File: src/hw/rtl/crse_ram.sv
module crse_ram #(
   parameter int WIDTH = 32,
   parameter int DEPTH = 16
) (
   input  logic                     clock,
   input  logic                     en,
   input  logic                     wr_en,
   input  logic [$clog2(DEPTH)-1:0] wr_addr,
   input  logic [WIDTH-1:0]         wr_data,
   input  logic [$clog2(DEPTH)-1:0] rd_addr,
   output logic [WIDTH-1:0]         rd_data
);

   logic [WIDTH-1:0] mem_ff [DEPTH];
   logic [WIDTH-1:0] rd_data_ff;

   always_ff @(posedge clock) begin
      if (en && wr_en) begin
         mem_ff[wr_addr] <= wr_data;
      end
      if (en) begin
         rd_data_ff <= mem_ff[rd_addr];
      end
   end

   assign rd_data = rd_data_ff;

endmodule

File: config.mk
export PLATFORM = sky130hd
export DESIGN_NAME = crse_ram
export DESIGN_NICKNAME = d
export VERILOG_FILES = /design/src/hw/rtl/crse_ram.sv
export SDC_FILE = /design/constraint.sdc
export NUM_CORES = 1
export LEC_CHECK = 0
export ABC_CLOCK_PERIOD_IN_PS = 3760
export BUFFER_PORTS_ARGS = -buffer_cell sky130_fd_sc_hd__buf_2
export CORE_UTILIZATION = 40
export CTS_BUF_LIST = sky130_fd_sc_hd__clkbuf_4
export CTS_CLUSTER_DIAMETER = 150
export CTS_CLUSTER_SIZE = 30
export DETAILED_ROUTE_END_ITERATION = 10
export SETUP_SLACK_MARGIN = 0.1
export SYNTH_ARGS = -nofsm -noshare
export SYNTH_HDL_FRONTEND = slang
export SYNTH_SLANG_ARGS = --single-unit
File: constraint.sdc
create_clock -name clock -period 3.76 [get_ports clock]
set_input_delay 0.564 -clock clock [delete_from_list [all_inputs] [get_ports clock]]
set_output_delay 0.564 -clock clock [all_outputs]
set_load 0.1 [all_outputs]
==> reports/qor.yml, run 1 <==
final_layout:
  nNetsFinal: 979
  multi_input_area_mm2: 0.003761
  postLayoutCoreUtil: 0.4452
  layout_common_cells: "edfxtp_1, mux4_2, buf_2"
  finalNonFillerCells: 1603
  fin_area_mm2: 0.02197
  synthToLayoutAreaGrowth_pct: 8.986
  layout_commonest_cell: "edfxtp_1"
  seqCellArea_mm2: 0.01634
  fillers: 4157
  drive_gt1_frac: 0.2970
timing:
  timing.setup.tns_ns: 0
  timing.slew.headroom: 0.4714
  hold_viol: 0
  tightest_slew_ns: 0.7929
  fin_hold_ws_ns: 0.07328
  fin_crit_sh: 0.6295
  clock.fmax_ghz: 0.4225
  setup_ws_ns: 1.393
  rsz0062_at_grt: "no"
  setup-violations-final: 0
  finalClockSkew_ns: 0.07419
  fin_crit_ns: 2.367
  slew_violations: 0
yosys:
  synth_area_leader_cell: "edfxtp_1"
  netlist_area_mm2: 0.02016
  ys_seq_elements: 544
  synth_top_area_frac: 0.8103
  synth_cells: 839
  synth-warning-count: 0
  ys_top_cells_by_area: "edfxtp_1, mux4_2, a22oi_1"
  synth.distinct_cells: 16
  ys_seq_area_frac: 0.8103
  syn_avg_cell_area_um2: 24.03
  syn_nets: 882
global_route:
  grt_remaining_overflow: 0
  grt_pass1_wl_um: 62470
  grt.total_usage: 0.1702
  grt_pass1_vias: 9298
  grt_max_degree: 46
  antenna_found_initial: 5
cts:
  cts.reportedPaths.clkPinSlew_ns: 0.28
  cts_resized: 0
  htree_levels: 1
  root_buffer: "clkbuf_4"
  cts.sinks: 544
  clk_path_buf_depth: 3
  cts_tree: "built"
  clk_latency_ns: 0.82
  numCtsBuffers: 22
detailed_routing:
  route.antenna.remaining_nets: 0
  via_per_inst: 5.537
  vias: 8876
  drt_wl_total_um: 42500
  drt_iter0_markers: 1047
  first_pass_iters: 5
  drc: 0
  routedWlPerCell_um: 26.51
setup_path:
  crit_type: "reg -> out"
  critical_path.top_delay_family: "flip-flops"
  cp_data_arrival_time_ns: 1.80
  crit_buf_inv: 1
  path_cells: "buf_2"
  slowest_stage: "edfxtp_1"
  max_stage_delay_ns: 0.52
  critPathLaunchType: "register"
  crit_required_ns: 3.20
  crit_cells: 1
  rr_worst_depth: 3
  end_kind: "output pin"
  cp_max_fo: 1
hold_path:
  whs_path_depth: 1
  min_path_type: "in -> reg"
run_status:
  status: "finished clean"
power_and_ir_drop:
  p_total_mw: 9.469
  power_density_mw_per_mm2: 431.0
  p_leak_nw: 6.718
  vdd_drop_max_mv: 0.2715
place:
  gp_congestion: 0.6998
  dp.final_hpwl_um: 21990
  dp_cells: 1566
  place_ws_ns: 1.121
  io_buffers: 74
  dpl_cell_area_mm2: 0.02166
die:
  die-area_mm2: 0.05130
  row_count: 81
  die_w_um: 226.5
  coreArea_mm2: 0.04936
  die_y_um: 226.5
  ioPinCount: 75
  initial_core_util: 0.4085
flow_run:
  max_cap_violations: 0
==> sequential cells by signal, indices dropped and copies added (netlist names) <==
register and cells:
mem_ff 512, rd_data 32
==> routing by layer <==
metal | routed length [um] | global-route usage | vias to the layer above
met4 | 547 | 0.02877 | 4
met3 | 2304 | 0.02384 | 42
met5 | 28 | 0 | -
met1 | 19090 | 0.2505 | 4861
met2 | 20530 | 0.2753 | 221
li1 | - | - | 3748
==> synth_stat cells, drive strengths merged <==
library cell / number
nand4b: 2
nor2b: 2
nand4: 1
a22oi: 64
and2: 1
nand2: 34
clkbuf: 25
edfxtp: 544
mux4: 128
nand2b: 2
buf: 18
or3: 1
nor3: 4
nor2: 13
==> report_power, final <==
group	internal (mW)	leakage [nW]	switching, mW
Sequential	6.78	4.93	0.0291
Clock	0.297	0.117	1.61
Combinational	0.231	1.67	0.526
==> worst register-to-register path, stage by stage (launching register included) <==
cell	delay [ns]
edfxtp_1	0.44
mux4_2	0.48
a22oi_1	0.26
nand2_1	0.08
==> logic make-up after synthesis <==
family / count (synthesis) / share of synthesized area
flip-flops: 544 / 0.8103
multiplexers: 128 / 0.1430
AO/OA/AOI/OAI: 64 / 0.02383
AND/OR/NAND/NOR: 60 / 0.01279
buffers and inverters: 43 / 0.01012
==> worst paths after layout <==
kind             startpoint      endpoint  slack (ns)
max             rd_data[17]   rd_data[17]        1.39
max reg2reg    mem_ff[3][6]    rd_data[6]        2.30
min              wr_data[3]  mem_ff[8][3]        0.07
min reg2reg  mem_ff[15][21]   rd_data[21]        0.76
==> area by class of cell <==
type                    instances  area share
repair buffers                116     0.03798
flip-flops and latches        544      0.7435
diodes                          3   0.0003417
clock buffers                  23    0.007858
multi-input cells             252      0.1712
well taps                     664     0.03781
clock inverters                 1    0.001367
==> what timing repair did <==
| item | 4_1_cts | 5_1_grt |
|---|---|---|
| buffers inserted | 0 | 0 |
| hold buffers | 10 | 0 |
| endpoints found under the hold margin | 130 | 0 |
(Power assumes the default switching activity.)
==> run 2: changes to the inputs <==
--- a/config.mk
+++ b/config.mk
@@ -5,7 +5,7 @@
 export SDC_FILE = /design/constraint.sdc
 export NUM_CORES = 1
 export LEC_CHECK = 0
-export ABC_CLOCK_PERIOD_IN_PS = 3760
+export ABC_CLOCK_PERIOD_IN_PS = 2000
 export BUFFER_PORTS_ARGS = -buffer_cell sky130_fd_sc_hd__buf_2
 export CORE_UTILIZATION = 40
 export CTS_BUF_LIST = sky130_fd_sc_hd__clkbuf_4
==> constraint.sdc (replaced) <==
create_clock -name clock -period 2 [get_ports clock]
set_input_delay 0.3 -clock clock [delete_from_list [all_inputs] [get_ports clock]]
set_output_delay 0.3 -clock clock [all_outputs]
set_load 0.1 [all_outputs]
==> run 2 against run 1 <==
Largest cell class unchanged. Critical path type unchanged. Core utilization is 2.5 points higher. Flip-flop and latch count stayed put. Critical endpoint is now rd_data[30]. Clock skew is 0.013 ns higher. Via count is 3.1% higher. Hold slack better by 0.048 ns.
==> reports/qor.yml, run 2 (same netlist as run 1, synthesis figures left out) <==
timing:
  timing.setup.tns_ns: 0
  fin_crit_ns: 1.877
  tightest_slew_ns: 0.9070
  timing.slew.headroom: 0.3939
  clock.fmax_ghz: 0.5328
  setup-violations-final: 0
  fin_crit_sh: 0.9385
  rsz0062_at_grt: "yes"
  fin_hold_ws_ns: 0.1216
  slew_violations: 0
  finalClockSkew_ns: 0.08735
  hold_viol: 0
die:
  initial_core_util: 0.4085
  die_y_um: 226.5
  die_w_um: 226.5
  die-area_mm2: 0.05130
  row_count: 81
  coreArea_mm2: 0.04936
  ioPinCount: 75
cts:
  cts_tree: "built"
  root_buffer: "clkbuf_4"
  htree_levels: 1
  cts.sinks: 544
  clk_latency_ns: 0.83
  numCtsBuffers: 22
  clk_path_buf_depth: 3
  cts.reportedPaths.clkPinSlew_ns: 0.29
setup_path:
  slowest_stage: "edfxtp_1"
  rrSetupSlack_ns: 0.51
  cp_data_arrival_time_ns: 1.58
  reg2reg_from: "mem_ff[1][8]"
  cp_max_fo: 1
  crit_buf_inv: 1
  crit_type: "reg -> out"
  path_cells: "buf_12"
  rr_endpoint: "rd_data[8]"
  crit_required_ns: 1.70
  rr_worst_depth: 3
  max_stage_delay_ns: 0.55
  critPathLaunchType: "register"
  critical_path.top_delay_family: "flip-flops"
  end_kind: "output pin"
detailed_routing:
  drt_iter0_markers: 932
  routedWlPerCell_um: 25.93
  vias: 9155
  via_per_inst: 5.495
  route.antenna.remaining_nets: 0
  drc: 0
  drt_wl_total_um: 43190
  first_pass_iters: 5
final_layout:
  seqCellArea_mm2: 0.01634
  nNetsFinal: 1040
  regMostFlops: "mem_ff"
  postLayoutCoreUtil: 0.4698
  drive_gt1_frac: 0.3180
  layout_commonest_cell: "edfxtp_1"
  multi_input_area_mm2: 0.003785
  synthToLayoutAreaGrowth_pct: 15.02
  fillers: 4061
  layout_common_cells: "edfxtp_1, mux4_2, a22oi_1"
  largest_reg_flops: 512
global_route:
  grt_pass1_wl_um: 63560
  grt_pass1_vias: 9389
  antenna_found_initial: 4
  grt_max_degree: 52
  grt.total_usage: 0.1727
  grt_remaining_overflow: 0
flow_run:
  max_cap_violations: 0
hold_path:
  hold_start: "wr_addr[3]"
  min_path_type: "in -> reg"
  whs_path_depth: 4
  whs_endpoint: "mem_ff[11][10]"
run_status:
  status: "finished clean"
place:
  dp.final_hpwl_um: 25440
  gp_congestion: 0.7149
  io_buffers: 74
power_and_ir_drop:
  power_density_mw_per_mm2: 777.5
  vdd_drop_max_mv: 0.3333
  p_leak_nw: 7.218
  p_total_mw: 18.03
## run 2: cell count changes in the layout (fill, tap and decap cells not counted), sizes merged
| cell | delta |
|---|---|
| diode | +2 |
| dlygate4sd3 | +23 |
| buf | +38 |
## run 2: metrics by stage
stage | cell area [um^2] | cells | setup WS, ns
final | 23190 | 1666 | 0.1231
after global routing | 23190 | 1665 | 0.02468
after CTS | 23120 | 1661 | 0.03205
after detailed placement | 22380 | 1604 | 0.04408
after global placement | 22380 | 1604 | 0.02190
after floorplan | 20210 | 839 | -0.3652
## run 2: power by group
part / total (mW) / switching (mW) / internal (mW) / leakage [nW]
sequential: 12.8 / 0.0653 / 12.7 / 4.93
combinational: 1.64 / 1.02 / 0.624 / 2.17
clock: 3.58 / 3.02 / 0.558 / 0.117
total: 18.0 / 4.11 / 13.9 / 7.22
## run 2: routing by layer
metal,up-vias,routed length [um],track usage
met5,-,0,0
met3,43,2351,0.02307
met2,274,20850,0.2775
met4,0,734,0.03248
met1,4954,19250,0.2548
li1,3884,-,-
## run 2: final cells by class
cell class / instances / share of cell area
flip-flops and latches: 544 / 0.7045
multi-input cells: 252 / 0.1632
repair buffers: 177 / 0.08720
well taps: 664 / 0.03583
clock buffers: 23 / 0.007446
clock inverters: 1 / 0.001295
diodes: 5 / 0.0005396
## run 2: worst max path at each step
stage          slack [ns]  cells after the start            end         from
2_1_floorplan       -0.37                      2  mem_ff[10][0]   wr_addr[2]
3_3_place_gp         0.02                      6     rd_data[9]   rd_addr[0]
3_5_place_dp         0.04                      6     rd_data[0]   rd_addr[0]
4_1_cts              0.03                      1    rd_data[16]  rd_data[16]
5_1_grt              0.02                      1    rd_data[22]  rd_data[22]
6_report             0.12                      1    rd_data[30]  rd_data[30]
## run 2: what timing repair did
| item | CTS | global route |
|---|---|---|
| pin swaps | 0 | 0 |
| endpoints found under the hold margin | 517 | 0 |
| setup endpoints to repair | 32 | 28 |
| gates resized for setup | 61 | 16 |
| buffers inserted | 0 | 0 |
| hold buffers | 33 | 0 |
